===== config.mk =====
export PLATFORM = sky130hd
export DESIGN_NAME = url_authority_path_scanner_core
export DESIGN_NICKNAME = d
export VERILOG_FILES = /design/src/hw/rtl/uaps_pkg.sv /design/src/hw/rtl/uaps_parser.sv /design/src/hw/rtl/uaps_rsp_fifo.sv /design/src/hw/rtl/url_authority_path_scanner_core.sv
export SDC_FILE = /design/constraint.sdc
export NUM_CORES = 1
export LEC_CHECK = 0
export ABC_CLOCK_PERIOD_IN_PS = 33200
export BUFFER_PORTS_ARGS = -buffer_cell sky130_fd_sc_hd__buf_4
export CAP_MARGIN = 0
export CORE_MARGIN = 5
export CORE_UTILIZATION = 36
export CTS_BUF_LIST = sky130_fd_sc_hd__clkbuf_8
export DETAILED_ROUTE_END_ITERATION = 6
export PLACE_DENSITY = 0.63
export SYNTH_ARGS = -nofsm -noshare
export SYNTH_HDL_FRONTEND = slang
export SYNTH_SLANG_ARGS = --single-unit

===== constraint.sdc =====
create_clock -name clock -period 33.2 [get_ports clock]
set_input_delay 4.98 -clock clock [delete_from_list [all_inputs] [get_ports clock]]
set_output_delay 4.98 -clock clock [all_outputs]
set_load 0.03 [all_outputs]

===== src/hw/rtl/uaps_pkg.sv =====
// shared types and constants for the url authority and path scanner
`default_nettype none

package uaps_pkg;

   // width of the running position and the stored offsets
   localparam int PosBits = 16;

   // result status codes
   localparam logic [2:0] RSP_OK        = 3'd0;
   localparam logic [2:0] RSP_MORE      = 3'd1;
   localparam logic [2:0] RSP_STOP      = 3'd2;
   localparam logic [2:0] RSP_TOO_LARGE = 3'd3;
   localparam logic [2:0] RSP_SCHEME    = 3'd4;
   localparam logic [2:0] RSP_IPV6      = 3'd5;
   localparam logic [2:0] RSP_HOST      = 3'd6;
   localparam logic [2:0] RSP_PATH      = 3'd7;

   // flag bit positions
   localparam int FlagIpv4  = 0;
   localparam int FlagIpv6  = 1;
   localparam int FlagQuery = 2;
   localparam int FlagNorm  = 3;

   typedef struct packed {
      logic       start_req;
      logic [7:0] char_in;
      logic       last;
   } req_data_type;

   typedef struct packed {
      logic [2:0]  status;
      logic [15:0] consumed_length;
      logic [15:0] host_offset;
      logic [7:0]  host_length;
      logic [15:0] port_value;
      logic [15:0] port_digits;
      logic [15:0] path_offset;
      logic [15:0] path_length;
      logic [15:0] decoded_path_length;
      logic [3:0]  flags;
   } rsp_data_type;

endpackage

`default_nettype wire


===== src/hw/rtl/uaps_parser.sv =====
// parse state registers and the per-byte next-state and summary logic
`default_nettype none

module uaps_parser (
   input  logic                  clock,
   input  logic                  reset,
   input  logic                  step_en,
   input  uaps_pkg::req_data_type item,
   output logic                  res_valid,
   output uaps_pkg::rsp_data_type res
);
   import uaps_pkg::*;

   typedef enum logic [3:0] {
      PS_HOST_START     = 4'd0,
      PS_HOST           = 4'd1,
      PS_IP6            = 4'd2,
      PS_AFTER_HOST     = 4'd3,
      PS_PORT           = 4'd4,
      PS_PATH_START     = 4'd5,
      PS_PATH           = 4'd6,
      PS_ESC1           = 4'd7,
      PS_ESC2           = 4'd8,
      PS_QUERY          = 4'd9,
      PS_PORT_OR_SCHEME = 4'd10,
      PS_SCHEME_SLASH2  = 4'd11
   } pstate_type;

   localparam logic [7:0] ChSlash    = 8'h2f;
   localparam logic [7:0] ChColon    = 8'h3a;
   localparam logic [7:0] ChPercent  = 8'h25;
   localparam logic [7:0] ChHash     = 8'h23;
   localparam logic [7:0] ChQuestion = 8'h3f;
   localparam logic [7:0] ChDot      = 8'h2e;
   localparam logic [7:0] ChDash     = 8'h2d;
   localparam logic [7:0] ChLBracket = 8'h5b;
   localparam logic [7:0] ChRBracket = 8'h5d;
   localparam logic [7:0] HostMax    = 8'hff;
   localparam logic [7:0] Ip6Max     = 8'd47;
   localparam logic [15:0] Sat16     = 16'hffff;

   function automatic logic is_digit(input logic [7:0] c);
      return c inside {[8'h30:8'h39]};
   endfunction

   function automatic logic is_hex(input logic [7:0] c);
      return c inside {[8'h30:8'h39], [8'h61:8'h66], [8'h41:8'h46]};
   endfunction

   function automatic logic is_name(input logic [7:0] c);
      return c inside {[8'h30:8'h39], [8'h61:8'h7a], [8'h41:8'h5a], 8'h5f};
   endfunction

   function automatic logic is_stop(input logic [7:0] c);
      return (c <= 8'h20) || (c == ChHash);
   endfunction

   function automatic logic [15:0] inc_sat(input logic [15:0] v);
      return (v == Sat16) ? v : v + 16'd1;
   endfunction

   pstate_type           pstate_ff, pstate_in;
   logic [PosBits-1:0]   position_ff, position_in;
   logic [7:0]           prev_ff, prev_in;
   logic [PosBits-1:0]   host_start_ff, host_start_in;
   logic [7:0]           host_count_ff, host_count_in;
   logic [15:0]          port_accum_ff, port_accum_in;
   logic [15:0]          port_count_ff, port_count_in;
   logic [PosBits-1:0]   path_start_ff, path_start_in;
   logic [15:0]          path_count_ff, path_count_in;
   logic [15:0]          decoded_ff, decoded_in;
   logic [3:0]           flag_ff, flag_in;
   logic                 finished_ff, finished_in;

   logic [7:0]           ch;
   logic                 err;
   logic                 hit;
   logic [2:0]           status;
   logic [19:0]          port_next;
   logic [PosBits-1:0]   poff;

   always_comb begin
      ch = item.char_in;
      if (item.start_req) begin
         pstate_in     = PS_HOST_START;
         position_in   = '0;
         prev_in       = '0;
         host_start_in = '0;
         host_count_in = '0;
         port_accum_in = '0;
         port_count_in = '0;
         path_start_in = '0;
         path_count_in = '0;
         decoded_in    = '0;
         flag_in       = '0;
         finished_in   = 1'b0;
      end else begin
         pstate_in     = pstate_ff;
         position_in   = position_ff;
         prev_in       = prev_ff;
         host_start_in = host_start_ff;
         host_count_in = host_count_ff;
         port_accum_in = port_accum_ff;
         port_count_in = port_count_ff;
         path_start_in = path_start_ff;
         path_count_in = path_count_ff;
         decoded_in    = decoded_ff;
         flag_in       = flag_ff;
         finished_in   = finished_ff;
      end
      err       = 1'b0;
      hit       = 1'b0;
      status    = RSP_OK;
      poff      = '0;
      port_next = ({4'd0, port_accum_in} << 3) + ({4'd0, port_accum_in} << 1)
                  + {16'd0, ch[3:0]};

      if (!finished_in) begin
         // re-dispatch chain: every hand-off moves forward in this order
         if (pstate_in == PS_HOST_START && ch != ChLBracket) begin
            if (ch == ChSlash) begin
               pstate_in = PS_PATH_START;
            end else begin
               if (is_digit(ch)) flag_in[FlagIpv4] = 1'b1;
               pstate_in = PS_HOST;
            end
         end
         if (pstate_in == PS_HOST && !(is_name(ch) || ch == ChDash || ch == ChDot)) begin
            if (host_count_in == 8'd0) begin
               err    = 1'b1;
               status = RSP_HOST;
            end else begin
               pstate_in = PS_AFTER_HOST;
            end
         end
         if (pstate_in == PS_AFTER_HOST && ch != ChColon) pstate_in = PS_PATH_START;
         if (pstate_in == PS_PORT_OR_SCHEME && ch != ChSlash) pstate_in = PS_PORT;
         if (pstate_in == PS_PORT && !is_digit(ch)) pstate_in = PS_PATH_START;
         if (pstate_in == PS_PATH_START) begin
            if (ch == ChSlash) begin
               path_start_in = position_in;
               pstate_in     = PS_PATH;
            end else begin
               err    = 1'b1;
               status = RSP_STOP;
            end
         end

         // terminal handling of the byte in the state it landed in
         if (!err) begin
            case (pstate_in)
               PS_SCHEME_SLASH2: begin
                  if (ch != ChSlash) begin
                     err    = 1'b1;
                     status = RSP_SCHEME;
                  end else begin
                     host_count_in = '0;
                     pstate_in     = PS_HOST_START;
                     host_start_in = position_in + PosBits'(1);
                  end
               end
               PS_IP6: begin
                  if (host_count_in > Ip6Max) begin
                     err    = 1'b1;
                     status = RSP_TOO_LARGE;
                  end else if (ch == ChRBracket) begin
                     pstate_in     = PS_AFTER_HOST;
                     host_count_in = host_count_in + 8'd1;
                  end else if (!(is_hex(ch) || ch == ChColon || ch == ChPercent)) begin
                     err    = 1'b1;
                     status = RSP_IPV6;
                  end else begin
                     host_count_in = host_count_in + 8'd1;
                  end
               end
               PS_HOST: begin
                  if (host_count_in == HostMax) begin
                     err    = 1'b1;
                     status = RSP_TOO_LARGE;
                  end else begin
                     if (!is_digit(ch) && ch != ChDot) flag_in[FlagIpv4] = 1'b0;
                     host_count_in = host_count_in + 8'd1;
                  end
               end
               PS_AFTER_HOST: begin
                  pstate_in = (host_start_in == '0) ? PS_PORT_OR_SCHEME : PS_PORT;
               end
               PS_PORT_OR_SCHEME: begin
                  pstate_in = PS_SCHEME_SLASH2;
               end
               PS_PORT: begin
                  if (port_next > 20'hffff) begin
                     err    = 1'b1;
                     status = RSP_TOO_LARGE;
                  end else begin
                     port_accum_in = port_next[15:0];
                     port_count_in = inc_sat(port_count_in);
                  end
               end
               PS_PATH: begin
                  if (ch == ChQuestion) begin
                     pstate_in = PS_QUERY;
                  end else if (ch != ChPercent && ch != ChSlash && ch != ChDot
                               && is_stop(ch)) begin
                     err    = 1'b1;
                     status = RSP_STOP;
                  end else begin
                     if (ch == ChPercent) begin
                        flag_in[FlagNorm] = 1'b1;
                        pstate_in         = PS_ESC1;
                     end else if ((ch == ChSlash || ch == ChDot) && prev_in == ChSlash) begin
                        flag_in[FlagNorm] = 1'b1;
                     end
                     decoded_in    = inc_sat(decoded_in);
                     path_count_in = inc_sat(path_count_in);
                  end
               end
               PS_ESC1, PS_ESC2: begin
                  if (!is_hex(ch)) begin
                     err    = 1'b1;
                     status = RSP_PATH;
                  end else begin
                     pstate_in     = (pstate_in == PS_ESC1) ? PS_ESC2 : PS_PATH;
                     path_count_in = inc_sat(path_count_in);
                  end
               end
               PS_QUERY: begin
                  if (is_stop(ch)) begin
                     err    = 1'b1;
                     status = RSP_STOP;
                  end else begin
                     flag_in[FlagQuery] = 1'b1;
                  end
               end
               default: begin
                  // host start with an opening bracket
                  pstate_in          = PS_IP6;
                  host_count_in      = host_count_in + 8'd1;
                  flag_in[FlagIpv6]  = 1'b1;
               end
            endcase
         end

         if (!err) begin
            prev_in     = ch;
            position_in = position_in + PosBits'(1);
            if ((pstate_in == PS_HOST && host_count_in != 8'd0)
                || pstate_in == PS_AFTER_HOST
                || (pstate_in == PS_PORT && port_count_in != 16'd0)
                || pstate_in == PS_PATH || pstate_in == PS_QUERY) begin
               status = RSP_OK;
            end else begin
               status = RSP_MORE;
            end
         end

         if (err || item.last) begin
            hit = 1'b1;
            if (status != RSP_MORE && !(pstate_in == PS_PATH || pstate_in == PS_QUERY)) begin
               poff = position_in;
            end else begin
               poff = path_start_in;
            end
            path_start_in = poff;
            finished_in   = 1'b1;
         end
      end

      res_valid               = step_en && hit;
      res.status              = status;
      res.consumed_length     = 16'(position_in);
      res.host_offset         = 16'(host_start_in);
      res.host_length         = host_count_in;
      res.port_value          = port_accum_in;
      res.port_digits         = port_count_in;
      res.path_offset         = 16'(poff);
      res.path_length         = path_count_in;
      res.decoded_path_length = decoded_in;
      res.flags               = flag_in;
   end

   always_ff @(posedge clock) begin
      if (reset) begin
         pstate_ff     <= PS_HOST_START;
         position_ff   <= '0;
         prev_ff       <= '0;
         host_start_ff <= '0;
         host_count_ff <= '0;
         port_accum_ff <= '0;
         port_count_ff <= '0;
         path_start_ff <= '0;
         path_count_ff <= '0;
         decoded_ff    <= '0;
         flag_ff       <= '0;
         finished_ff   <= 1'b0;
      end else if (step_en) begin
         pstate_ff     <= pstate_in;
         position_ff   <= position_in;
         prev_ff       <= prev_in;
         host_start_ff <= host_start_in;
         host_count_ff <= host_count_in;
         port_accum_ff <= port_accum_in;
         port_count_ff <= port_count_in;
         path_start_ff <= path_start_in;
         path_count_ff <= path_count_in;
         decoded_ff    <= decoded_in;
         flag_ff       <= flag_in;
         finished_ff   <= finished_in;
      end
   end

   // once a summary is out, bytes without a start give nothing
   a_quiet_after_result: assert property (@(posedge clock) disable iff (reset)
      finished_ff && step_en && !item.start_req |-> !res_valid)
      else $error("result produced after the summary without start");

   a_result_sets_finished: assert property (@(posedge clock) disable iff (reset)
      res_valid |=> finished_ff)
      else $error("finished not set after a result");

   // an error result leaves the position where the bad byte sits
   a_error_holds_position: assert property (@(posedge clock) disable iff (reset)
      res_valid && res.status != RSP_OK && res.status != RSP_MORE
      && !item.start_req |-> res.consumed_length == 16'(position_ff))
      else $error("error result moved the position");
endmodule

`default_nettype wire


===== src/hw/rtl/uaps_rsp_fifo.sv =====
// two-entry result buffer between the parser and the response channel
`default_nettype none

module uaps_rsp_fifo (
   input  logic                   clock,
   input  logic                   reset,
   input  logic                   push,
   input  uaps_pkg::rsp_data_type push_data,
   output logic                   full,
   output logic                   rsp_valid,
   input  logic                   rsp_stall,
   output uaps_pkg::rsp_data_type rsp_data
);
   import uaps_pkg::*;

   rsp_data_type mem_ff [2];
   logic         wr_ptr_ff, wr_ptr_in;
   logic         rd_ptr_ff, rd_ptr_in;
   logic [1:0]   count_ff, count_in;
   logic         pop;

   assign full      = (count_ff == 2'd2);
   assign rsp_valid = (count_ff != 2'd0);
   assign rsp_data  = mem_ff[rd_ptr_ff];
   assign pop       = rsp_valid && !rsp_stall;

   always_comb begin
      wr_ptr_in = push ? ~wr_ptr_ff : wr_ptr_ff;
      rd_ptr_in = pop ? ~rd_ptr_ff : rd_ptr_ff;
      count_in  = count_ff + {1'b0, push} - {1'b0, pop};
   end

   always_ff @(posedge clock) begin
      if (push) begin
         mem_ff[wr_ptr_ff] <= push_data;
      end
   end

   always_ff @(posedge clock) begin
      if (reset) begin
         wr_ptr_ff <= 1'b0;
         rd_ptr_ff <= 1'b0;
         count_ff  <= 2'd0;
      end else begin
         wr_ptr_ff <= wr_ptr_in;
         rd_ptr_ff <= rd_ptr_in;
         count_ff  <= count_in;
      end
   end

   a_no_push_when_full: assert property (@(posedge clock) disable iff (reset)
      push |-> !full)
      else $error("result pushed into a full buffer");

   a_count_bounded: assert property (@(posedge clock) disable iff (reset)
      count_ff != 2'd3)
      else $error("result buffer count out of range");

   a_pop_drains: assert property (@(posedge clock) disable iff (reset)
      pop && !push |=> count_ff == $past(count_ff) - 2'd1)
      else $error("transfer out did not drain an entry");
endmodule

`default_nettype wire


===== src/hw/rtl/url_authority_path_scanner_core.sv =====
// top level of the url authority and path scanner
//
//   channel  ports                           direction  payload
//   request  req_valid req_stall req_data    in         start_req, char_in, last
//   response rsp_valid rsp_stall rsp_data    out        status .. flags summary
//
// one byte per cycle unless req_stall holds it: a byte waits in the input register,
// where the parser resolves its whole state hand-off chain and writes the state
// registers and, on an error or the last byte, a summary into a two-entry result
// buffer; the response is valid once that summary is registered in the buffer.
// reset is synchronous and brings the parser to host start with all counts zero.
// req_stall rises only while a byte is held and the result buffer is full.
`default_nettype none

module url_authority_path_scanner_core (
   input  logic                   clock,
   input  logic                   reset,
   input  logic                   req_valid,
   output logic                   req_stall,
   input  uaps_pkg::req_data_type req_data,
   output logic                   rsp_valid,
   input  logic                   rsp_stall,
   output uaps_pkg::rsp_data_type rsp_data
);
   import uaps_pkg::*;

   logic         in_valid_ff, in_valid_in;
   req_data_type in_data_ff;
   logic         fifo_full;
   logic         step_en;
   logic         res_valid;
   rsp_data_type res;

   assign step_en     = in_valid_ff && !fifo_full;
   assign req_stall   = in_valid_ff && fifo_full;
   assign in_valid_in = req_stall ? in_valid_ff : req_valid;

   always_ff @(posedge clock) begin
      if (reset) begin
         in_valid_ff <= 1'b0;
      end else begin
         in_valid_ff <= in_valid_in;
      end
   end

   always_ff @(posedge clock) begin
      if (req_valid && !req_stall) begin
         in_data_ff <= req_data;
      end
   end

   uaps_parser u_parser (
      .clock     (clock),
      .reset     (reset),
      .step_en   (step_en),
      .item      (in_data_ff),
      .res_valid (res_valid),
      .res       (res)
   );

   uaps_rsp_fifo u_rsp_fifo (
      .clock     (clock),
      .reset     (reset),
      .push      (res_valid),
      .push_data (res),
      .full      (fifo_full),
      .rsp_valid (rsp_valid),
      .rsp_stall (rsp_stall),
      .rsp_data  (rsp_data)
   );

   // a held byte stays in place until the buffer frees an entry
   a_hold_while_stalled: assert property (@(posedge clock) disable iff (reset)
      req_stall |=> in_valid_ff)
      else $error("held byte dropped while stalled");

   a_step_needs_room: assert property (@(posedge clock) disable iff (reset)
      res_valid |-> step_en && !fifo_full)
      else $error("result produced without buffer room");

   a_stall_only_when_full: assert property (@(posedge clock) disable iff (reset)
      req_stall |-> fifo_full && rsp_valid)
      else $error("request stalled with buffer room left");
endmodule

`default_nettype wire


Yosys cells after proc, flatten, opt, wreduce, memory -nomap -nowiden
Memories as Yosys holds them, arrays and structs flattened. A register that Yosys moved wholly into a read port is not among the register bits.
Index checks and enable logic that the tools add are counted.
- memories: 1
- logic and storage cells: 284
- register bits after elaboration: 152
- input bits: 14
- RAM bits: 254
- memory bits (read-only): 0
- output and inout bits: 129
- latch bits: 0
- memories (memory ; words ; bits a word ; read ports ; clocked after Yosys merged registers in ; write ports ; line ; source):
    u_rsp_fifo.mem_ff ; 2 ; 127 ; 1 ; 1 ; 1 ; uaps_rsp_fifo.sv:16 ; rsp_data_type mem_ff [2];
- multiply operators: 0
- divide/modulo/power cells: 0
- bitwise logic cells: 2
- eq/ne operators: 41
- shift-type cells: 0
- muxes and demuxes: 148
- add/sub/neg operators: 9
- magnitude comparators: 11
- reduce and logical (&&, ||, !) cells: 53
- operators by type and width (operator ; number):
    2-to-1 mux 16 bit ; 42
    2-to-1 mux 4 bit ; 30
    2-to-1 mux 8 bit ; 12
    adder 16 x 1 -> 16 bit, second input constant ; 4
    == test 8 x 6 -> 1 bit, second input constant ; 8
    2-to-1 mux 3 bit ; 19
    == test 16 bit, second input constant ; 3
    2-to-1 mux 1 bit ; 40
    less-or-equal comparator 8 x 7 -> 1 bit, second input constant ; 4
    != test 8 x 6 -> 1 bit, second input constant ; 4
    one-hot mux 16 bit (2 select lines) ; 1
    one-hot mux 8 bit (4 select lines) ; 1
    == test 4 x 3 -> 1 bit, second input constant ; 7
    one-hot mux 4 bit (7 select lines) ; 1
    == test 4 bit, second input constant ; 6
    logical AND 1 bit ; 23
    one-hot mux 3 bit (7 select lines) ; 1
    adder 19 x 17 -> 20 bit ; 1
    adder 20 x 4 -> 20 bit ; 1
    > comparator 20 x 16 -> 1 bit, second input constant ; 1
    == test 4 x 2 -> 1 bit, second input constant ; 4
    == test 8 x 7 -> 1 bit, second input constant ; 2
    greater-or-equal comparator 8 x 7 -> 1 bit, second input constant ; 2
    less-or-equal comparator 8 x 6 -> 1 bit, second input constant ; 2
    other kinds (26) ; 45

Logic depth before layout (Yosys ltp)
Gate-level depths: netlist of run 1.
- depth after elaboration: 44
- depth in mapped cells: 28
- depth with buffers taken out: 19

Modules after synthesis
From an unflattened synthesis of run 1, not the netlist that was laid out.
- cell total of the unflattened synthesis: 2175
- area total of the unflattened synthesis: 22033.6 um2
- by module, submodules not included (module ; times used ; cells an instance ; area an instance (um2) ; seq. area each (um2)):
    uaps_parser ; 1 ; 1741 ; 12161.7 ; 2742.6
    uaps_rsp_fifo ; 1 ; 418 ; 9516.6 ; 7727.4
    url_authority_path_scanner_core ; 1 ; 16 ; 355.3 ; 320.3

Worst setup path before layout of run 1
Ideal clock, no wire load.
- path type: flip-flop to flip-flop
- start: register in_data_ff[9] in the netlist's numbering
- end: memory u_rsp_fifo.mem_ff[0][0] in the netlist's numbering (enable)
- arrival time: 13982 ps
- data required time: 32432 ps
- period minus slack after synthesis: 14750 ps
- slack: 18450 ps
- buffers on the path: 8
- stages on the path, launching flop included: 23
- library setup time: 768 ps
- path through: edfxtp_1 clkbuf_1 clkbuf_1 clkbuf_1 clkbuf_1 clkbuf_1 buf_1 buf_1 nor2b_1 fa_1 inv_1 fa_1 nor2b_1 o21ai_0 a21oi_1 o22ai_1 mux2_2 a21oi_1 nor2_1 nand4_1 o21ai_0 clkbuf_1 nor3_1
- longest elaborated chain between the ends: 35
- elaborated cells on any way between the ends: 61
- classes of those cells: add/sub: 2; order compare: 2; eq/ne: 14; mux: 33; reduce/logical: 10
- RTL lines (what ; line ; source):
    start, declared ; url_authority_path_scanner_core.sv:28 ; req_data_type in_data_ff;
    start signal, assigned ; url_authority_path_scanner_core.sv:48 ; in_data_ff <= req_data;
    2-to-1 mux 4 bit ; uaps_parser.sv:84 ; if (item.start_req) begin
    logical NOT 4 bit ; uaps_parser.sv:120 ; if (pstate_in == PS_HOST_START && ch != ChLBracket) begin
    logical AND 1 bit ; uaps_parser.sv:120 ;
    2-to-1 mux 4 bit ; uaps_parser.sv:120 ;
    2-to-1 mux 4 bit ; uaps_parser.sv:118 ; if (!finished_in) begin
    == test 4 x 1 -> 1 bit ; uaps_parser.sv:128 ; if (pstate_in == PS_HOST && !(is_name(ch) || ch == ChDash || ch == ChDot)) begin
    logical AND 1 bit ; uaps_parser.sv:128 ;
    2-to-1 mux 4 bit ; uaps_parser.sv:128 ;
    [... 19 more ...] ; - ;
    2-to-1 mux 1 bit ; uaps_parser.sv:150 ; if (!err) begin
    2-to-1 mux 1 bit ; uaps_parser.sv:118 ;
    logical OR 1 bit ; uaps_parser.sv:257 ; if (err || item.last) begin
    2-to-1 mux 1 bit ; uaps_parser.sv:257 ;
    2-to-1 mux 1 bit (*) ; uaps_parser.sv:118 ;
    logical AND 1 bit (*) ; uaps_parser.sv:269 ; res_valid = step_en && hit;
    2-to-1 mux 1 bit (*) ; uaps_rsp_fifo.sv:34 ; if (push) begin
    2-to-1 mux 1 bit (not written as such) (*) ; uaps_rsp_fifo.sv:35 ; mem_ff[wr_ptr_ff] <= push_data;
    end, declared ; uaps_rsp_fifo.sv:16 ;
Every way passes the cells marked *; elsewhere a longest branch is shown, timed or not. The select of a mux whose other input is x is not followed.

==> flow_summary_export.csv, run 1 <==
group,metric,value,unit
floorplan,fp.dieW,255.3,um
power_and_ir_drop,clockPowerShare,29.2,%
routing,vias_per_cell,5.522,
floorplan,core,60020,um^2
layout,n_fill_cell,5812,
worst_setup_path,start_kind,"flop",
routing,vias,17360,
min_path,hp-class,"reg -> reg",
timing,finalHoldViolCount,0,
clocking,cts-resized-gates,0,
clocking,cts_buffers,70,
layout,syn_to_final_growth,14.05,%
worst_setup_path,critPathSlowestCell,"dfxtp_4",
logic_synthesis,synth_edf_count,264,
worst_setup_path,worstPathArrival,3.03,ns
logic_synthesis,avgSynthCellArea,9.817,um^2
routing,dr.first_iter.drc_count,1596,
worst_setup_path,regToRegStartpoint,"in_data_ff[9]",
floorplan,die_area,65160,um^2
routing,wl,60420,um
timing,period_minus_slack,8.006,ns
logic_synthesis,yosysTopAreaCellShare,36.61,%
clocking,post_cts_buffers,0,
clocking,cts_num_sinks,407,
timing,fin_setup_tns,0,ns
worst_setup_path,path_buf_inv,2,
grt,track_usage,18.01,%
grt,grt_pass1_vias,16961,
logic_synthesis,ys_seq_area_share,49.83,%
floorplan,initial_core_util,36.08,%
timing,setup_viol,0,
clocking,postCtsHoldBufs,0,
logic_synthesis,async_flop_share,0,%
clocking,clock_path_buffers,3,
timing,rsz0062_at_grt,"false",
logic_synthesis,synth_area,21660,um^2
placed_design,finalWeightedCongestion,0.9018,
worst_setup_path,worstSetupEndpoint,"rsp_data[22]",
placed_design,port_buffers,142,
timing,slew_headroom,3.318,%
status,status,"completed",
worst_setup_path,slowest_delay,0.85,ns
logic_synthesis,synthTopCellsByCount,"264 x edfxtp_1, 258 x nor2_1, 252 x nand2_1",
worst_setup_path,crit_chain,"buf_4 > mux2_2 > buf_4",
floorplan,die_h,255.3,um
grt,antenna_found_initial,0,
routing,drc,0,
power_and_ir_drop,p_sw,507.4,uW
timing,finClkSkew,0.04757,ns
layout,multi_input_area,10200,um^2
layout,fin_nets,2360,
timing,fmax,0.1249,GHz
timing,worstMarginPinSlew,1.442,ns
logic_synthesis,ys_seq_elements,407,
logic_synthesis,synth.area.top_cells,"edfxtp_1 37%, dfxtp_1 13%, mux2_2 6.8%, nor2_1 4.5%, nand2_1 4.4%",
worst_setup_path,critical_path_required,28.22,ns
grt,grt_pass1_wl,94000,um
layout,drive_above_1_share,18.29,%
timing,period_share,24.11,%
routing,drtAntennaViolNets,0,
layout,instances_no_fill,3144,
worst_setup_path,r2r_cells,14,
worst_setup_path,crit_family,"buffers and inverters",
logic_synthesis,yosys_warnings,0,
worst_setup_path,critPathMaxFanout,75,
timing,slew_viol_final,0,
grt,grt-ovfl-total,0,
placed_design,placed_cells,3015,
clocking,clk_latency,0.67,ns
power_and_ir_drop,ir_drop,27.04,uV
logic_synthesis,yosysUniqueCellTypes,94,
placed_design,dp_hpwl,40880,um
worst_setup_path,rr_endpoint,"u_rsp_fifo.mem_ff[0][38]",
logic_synthesis,synth_most_common_cell,"edfxtp_1",
logic_synthesis,synth_top_cell_by_area,"edfxtp_1",
power_and_ir_drop,p_per_area,58.81,nW/um^2
layout,ff_latch_area,10790,um^2
routing,dr.pass1.iters,6,
clocking,cts_root_buffer,"clkbuf_8",
min_path,hp-start,"u_parser.port_accum_ff[9]",
clocking,cts_tree,"yes",
routing,wl_per_cell,19.22,um
logic_synthesis,synth_ff_type,"edfxtp_1",
power_and_ir_drop,pwr-share-comb,29.2,%
clocking,clk_pin_slew_worst_paths,0.07,ns
layout,diodes,0,
worst_setup_path,cp_common_cell,"buf_4",
worst_setup_path,path_depth,3,
worst_setup_path,path_class,"reg -> out",
grt,grt_max_degree,128,
worst_setup_path,worstSetupEndpointType,"output port",
power_and_ir_drop,p_int,945.2,uW
flow_run,cap_violations,0,
power_and_ir_drop,p_seq_share,41.6,%
logic_synthesis,synth_fp_nets,2261,
floorplan,num_io_pins,143,
worst_setup_path,r2r_slack,26.22,ns
clocking,cts.htree.levels,3,
power_and_ir_drop,swShare,34.93,%
logic_synthesis,syn_inst,2206,
floorplan,num_rows,90,
power_and_ir_drop,p_leak,0.008630,uW
## logic make-up after synthesis
family / Yosys count / share of synthesized area [%]
and+or+nand+nor: 897 / 19.78
AOI/OAI and AO/OA: 461 / 14.17
DFF: 407 / 49.83
buffers and inverters: 177 / 3.143
muxes: 149 / 7.644
xor gates and xnor gates: 74 / 2.993
adders and majority gates: 41 / 2.438
## metal layers
metal	GRT usage (%)	up-vias	wire, um
li1	-	8299	-
met1	23.47	8325	26210
met2	29.52	609	28400
met3	4.095	127	4085
met4	6.547	0	1734
met5	0	-	0
## power groups by stage
stage / logic, uW / registers, uW / clock network [uW]
2_1_floorplan: 301 / 605 / 0
3_3_place_gp: 421 / 615 / 0
3_5_place_dp: 426 / 616 / 0
4_1_cts: 427 / 605 / 441
5_1_grt: 454 / 609 / 462
6_report: 424 / 605 / 424
## worst min-delay path by stage
stage,end,slack [ns],cells past startpoint
CTS,u_parser.port_accum_ff[7],0.45,2
global placement,u_parser.port_accum_ff[7],0.44,2
detailed placement,u_parser.port_accum_ff[7],0.44,2
finish,u_parser.port_accum_ff[9],0.45,2
floorplan,u_parser.flag_ff[1],0.43,2
global route,u_parser.port_accum_ff[7],0.46,2
## worst min-delay path: cells and delay by family, from the launching register on
family	cells	cell delay, ns
AND/OR/NAND/NOR	1	0.05
AO/OA/AOI/OAI	1	0.05
flip-flops	1	0.30
## metrics by stage
stage          instance area (um^2)  setup WS (ns)  util (%)  power, uW  hold slack, ns
3_3_place_gp                  23400          25.90     38.99       1036          0.4373
4_1_cts                       24700          25.08     41.15       1473          0.4498
5_1_grt                       24700          25.01     41.15       1524          0.4614
3_5_place_dp                  23400          25.82     38.99       1042          0.4428
6_report                      24700          25.19     41.15       1453          0.4475
2_1_floorplan                 21660          18.45         -      906.7          0.4317
## layout by cell type, fill, tap and decap left out, types with 13 or more instances in the layout
| cell | instances |
|---|---|
| a21oi_1 | 117 |
| o21a_1 | 16 |
| edfxtp_1 | 264 |
| mux2_2 | 130 |
| nand4_1 | 23 |
| inv_1 | 60 |
| and3_1 | 23 |
| clkbuf_8 | 70 |
| or3_1 | 18 |
| xor2_1 | 32 |
| xnor2_1 | 42 |
| o211ai_1 | 19 |
| buf_4 | 167 |
| clkinv_2 | 13 |
| nor2b_1 | 56 |
| a31oi_1 | 17 |
| nor4_1 | 15 |
| nor2_1 | 258 |
| a22oi_1 | 36 |
| mux2i_1 | 18 |
| nand3_1 | 59 |
| a211oi_1 | 28 |
| nand2_1 | 251 |
| o21ai_0 | 99 |
| and2_1 | 23 |
| nand2b_1 | 13 |
| o22ai_1 | 17 |
| dfxtp_1 | 142 |
| nor3_1 | 92 |
| ha_1 | 39 |
## sequential cells by signal, summed over array words and instances, names as in the netlist, named ones only
| signal | flops |
|---|---|
| u_parser.port_accum_ff | 16 |
| u_rsp_fifo.mem_ff | 254 |
| in_valid_ff | 1 |
| u_rsp_fifo.wr_ptr_ff | 1 |
| u_rsp_fifo.count_ff | 2 |
| u_parser.pstate_ff | 4 |
| in_data_ff | 10 |
| u_parser.host_count_ff | 8 |
| u_parser.port_count_ff | 16 |
| u_parser.path_start_ff | 16 |
| u_parser.path_count_ff | 16 |
| u_parser.decoded_ff | 16 |
| u_parser.prev_ff | 8 |
| u_parser.position_ff | 16 |
| u_parser.flag_ff | 4 |
| u_rsp_fifo.rd_ptr_ff | 1 |
| u_parser.finished_ff | 1 |
| u_parser.host_start_ff | 16 |
## layout make-up
class | instances | share of cell area [%]
repair buffers | 169 | 5.238
clock inverters | 59 | 1.353
flip-flops and latches | 407 | 43.70
well taps | 782 | 3.961
inverters | 35 | 0.5319
multi-input cells | 1622 | 41.31
clock buffers | 70 | 3.901
Power figures use the tool's default switching activity.
==> run 2: changes to the inputs <==
- ABC_AREA: default -> 1
- ABC_CLOCK_PERIOD_IN_PS: 33200 -> 7430
- clock period: 33.2 -> 7.43 ns (I/O delays scaled with it)
==> run 2 against run 1 <==
Sequential share of layout area decreased by 2.2 points. Synthesized cell count grew 20%. Global-route usage is 0.75 points lower. Count of clock-buffer cells in the layout grew 11. Combinational power grew to 9.5 times the previous value. Critical path depth grew 25. Sequential cell count did not move. Die area rose by 4.6%. Non-clock buffer count is 5 lower. Highest routed layer unchanged. Design area is 5.3% higher. Clock power grew to 4.9 times the previous value. Largest power group is now combinational cells. Critical endpoint is now u_rsp_fifo.mem_ff[0][81]. Clock skew decreased by 0.013 ns.
==> flow_summary_export.csv, run 2 <==
group,metric,value,unit
clocking,cts-resized-gates,0,
worst_setup_path,rr_endpoint,"u_rsp_fifo.mem_ff[0][81]",
timing,fin_setup_tns,0,ns
floorplan,die_h,261.1,um
clocking,cts.htree.levels,3,
timing,worst_slack,1.152,ns
logic_synthesis,yosys_warnings,0,
min_path,worstHoldPathCells,1,
layout,largest_reg_flops,254,
placed_design,finalWeightedCongestion,0.9024,
worst_setup_path,worstPathArrival,6.54,ns
flow_run,cap_violations,0,
placed_design,port_buffers,142,
grt,grt_pass1_wl,94830,um
layout,drive_above_1_share,17.72,%
worst_setup_path,worstSetupEndpointType,"flop",
logic_synthesis,synth_fp_nets,2699,
clocking,cts_tree,"yes",
clocking,post_cts_buffers,0,
power_and_ir_drop,p_leak,0.01107,uW
timing,worstMarginPinSlew,0.9958,ns
timing,finClkSkew,0.03440,ns
floorplan,fp.dieW,261.1,um
worst_setup_path,r2r_cells,28,
status,status,"completed",
logic_synthesis,yosysUniqueCellTypes,71,
placed_design,place_ws,1.173,ns
logic_synthesis,ys_seq_area_share,47.53,%
logic_synthesis,synthTopCellsByCount,"421 x nand2_1, 386 x inv_1, 269 x o21ai_0",
layout,final_common_cell,"nand2_1",
floorplan,core,62740,um^2
grt,grt_pass1_vias,17399,
routing,vias_per_cell,4.976,
layout,syn_to_final_growth,14.60,%
logic_synthesis,synth_area,22700,um^2
worst_setup_path,path_buf_inv,9,
timing,slew_viol_final,0,
worst_setup_path,critPathMaxFanout,41,
placed_design,dp_hpwl,41630,um
clocking,cts_root_buffer,"clkbuf_8",
layout,n_fill_cell,6278,
grt,track_usage,17.26,%
clocking,clk_latency,0.66,ns
clocking,clock_path_buffers,3,
floorplan,num_rows,92,
timing,period_share,84.50,%
layout,final_cell_mix,"420 x nand2_1, 408 x inv_1, 269 x o21ai_0",
floorplan,num_io_pins,143,
floorplan,die_area,68180,um^2
logic_synthesis,yosysTopAreaCellShare,34.92,%
logic_synthesis,synth_most_common_cell,"nand2_1",
floorplan,initial_core_util,36.19,%
logic_synthesis,synth.area.top_cells,"edfxtp_1 35%, dfxtp_1 13%, nand2_1 7.0%, inv_1 6.4%, mux2_2 6.3%",
routing,wl_per_cell,16.51,um
clocking,cts_buffers,71,
min_path,hp-start,"u_rsp_fifo.rd_ptr_ff",
routing,dr.pass1.iters,5,
timing,rsz0062_at_grt,"false",
logic_synthesis,async_flop_share,0,%
timing,period_minus_slack,6.278,ns
worst_setup_path,start_kind,"flop",
worst_setup_path,critical_path_required,7.69,ns
worst_setup_path,critPathSlowestCell,"fa_1",
logic_synthesis,synth_top_cell_by_area,"edfxtp_1",
placed_design,dpl_cell_area,24560,um^2
power_and_ir_drop,p_per_area,357.6,nW/um^2
layout,final_area,26020,um^2
routing,wl,60590,um
power_and_ir_drop,ir_drop,202.4,uV
timing,fmax,0.1593,GHz
worst_setup_path,cp_common_cell,"nor2_1",
timing,setup_viol,0,
logic_synthesis,synth_ff_type,"edfxtp_1",
clocking,clk_pin_slew_worst_paths,0.06,ns
worst_setup_path,slowest_delay,0.54,ns
logic_synthesis,syn_inst,2644,
clocking,cts_num_sinks,407,
grt,grt-ovfl-total,0,
routing,vias,18257,
worst_setup_path,path_class,"reg -> reg",
worst_setup_path,crit_family,"simple AND/OR/NAND/NOR gates",
routing,drc,0,
logic_synthesis,avgSynthCellArea,8.586,um^2
logic_synthesis,synth_edf_count,264,
worst_setup_path,r2r_slack,1.15,ns
routing,drtAntennaViolNets,0,
layout,finalCoreUtilization,41.47,%
logic_synthesis,ys_seq_elements,407,
timing,finalHoldViolCount,0,
routing,dr.first_iter.drc_count,1476,
worst_setup_path,regToRegStartpoint,"in_data_ff[9]",
timing,slew_headroom,33.61,%
grt,antenna_found_initial,2,
min_path,hp-class,"reg -> reg",
clocking,postCtsHoldBufs,0,
layout,fin_nets,2818,
layout,top_register,"u_rsp_fifo.mem_ff",
grt,grt_max_degree,87,
## run 2: cell types whose count changed in the layout (fill, tap and decap cells not counted), moves of 27 or more
cell	previous run	this run
nand3_1	59	105
nor3_1	92	34
nor2b_1	56	0
nand2_1	251	420
nor2_1	258	231
o21ai_0	99	269
xnor2_1	42	13
a21oi_1	117	172
a22oi_1	36	2
inv_1	60	408
## run 2: layer usage
| metal | part of all wire (%) | routed length [um] | vias to the layer above | track usage, % |
|---|---|---|---|---|
| met5 | 0 | 0 | - | 0 |
| met4 | 2.3 | 1385 | 0 | 5.547 |
| met3 | 5.0 | 3028 | 73 | 2.671 |
| met2 | 48 | 28810 | 450 | 29.41 |
| met1 | 45 | 27360 | 8577 | 22.63 |
| li1 | - | - | 9157 | - |
## run 2: kinds of logic after synthesis
| family | Yosys count | synth area share (%) |
|---|---|---|
| simple gates | 901 | 18.03 |
| buf+inv | 532 | 9.105 |
| compound gates | 570 | 14.11 |
| mux | 136 | 6.696 |
| fa+ha+maj | 41 | 2.326 |
| flops | 407 | 47.53 |
| xor+xnor | 57 | 2.199 |
## run 2: how the worst max path moves through the flow
stage	from	to	slack, ns	depth (start not counted)
6_report	in_data_ff[9]	u_rsp_fifo.mem_ff[0][81]	1.15	28
5_1_grt	in_data_ff[9]	u_rsp_fifo.mem_ff[0][81]	0.59	28
4_1_cts	in_data_ff[9]	u_rsp_fifo.mem_ff[0][81]	1.11	28
3_5_place_dp	in_data_ff[9]	u_rsp_fifo.mem_ff[0][81]	1.17	28
3_3_place_gp	in_data_ff[9]	u_rsp_fifo.mem_ff[0][81]	1.25	28
2_1_floorplan	in_data_ff[9]	u_rsp_fifo.mem_ff[1][0]	0.11	34
## run 2: area by class of cell
type                       count  area (um^2)  share of cell area, %
sequential                   407        10790                  41.49
multi-input combinational   1705         9882                  37.98
inverter                     414         1560                  5.997
timing repair buffer         164         1269                  4.877
clock buffer                  81         1115                  4.285
tap                          846         1059                  4.069
clock inverter                51        335.3                  1.289
antenna                        1        2.502               0.009619
## run 2: report_power, final
part           switching, uW  internal, uW  leakage, uW
logic                   2790          1250      0.00658
registers                178          3010      0.00366
clock network            931          1150     0.000831
total                   3900          5400       0.0111
## run 2: metrics by stage
step           total power (uW)  hold WS [ns]  std cells
3_3_place_gp               7245        0.4238       3536
3_5_place_dp               7275        0.4429       3536
2_1_floorplan              6071        0.4257       2644
6_report                   9304        0.4530       3669
4_1_cts                    9396        0.4517       3668
5_1_grt                    9896        0.4749       3669
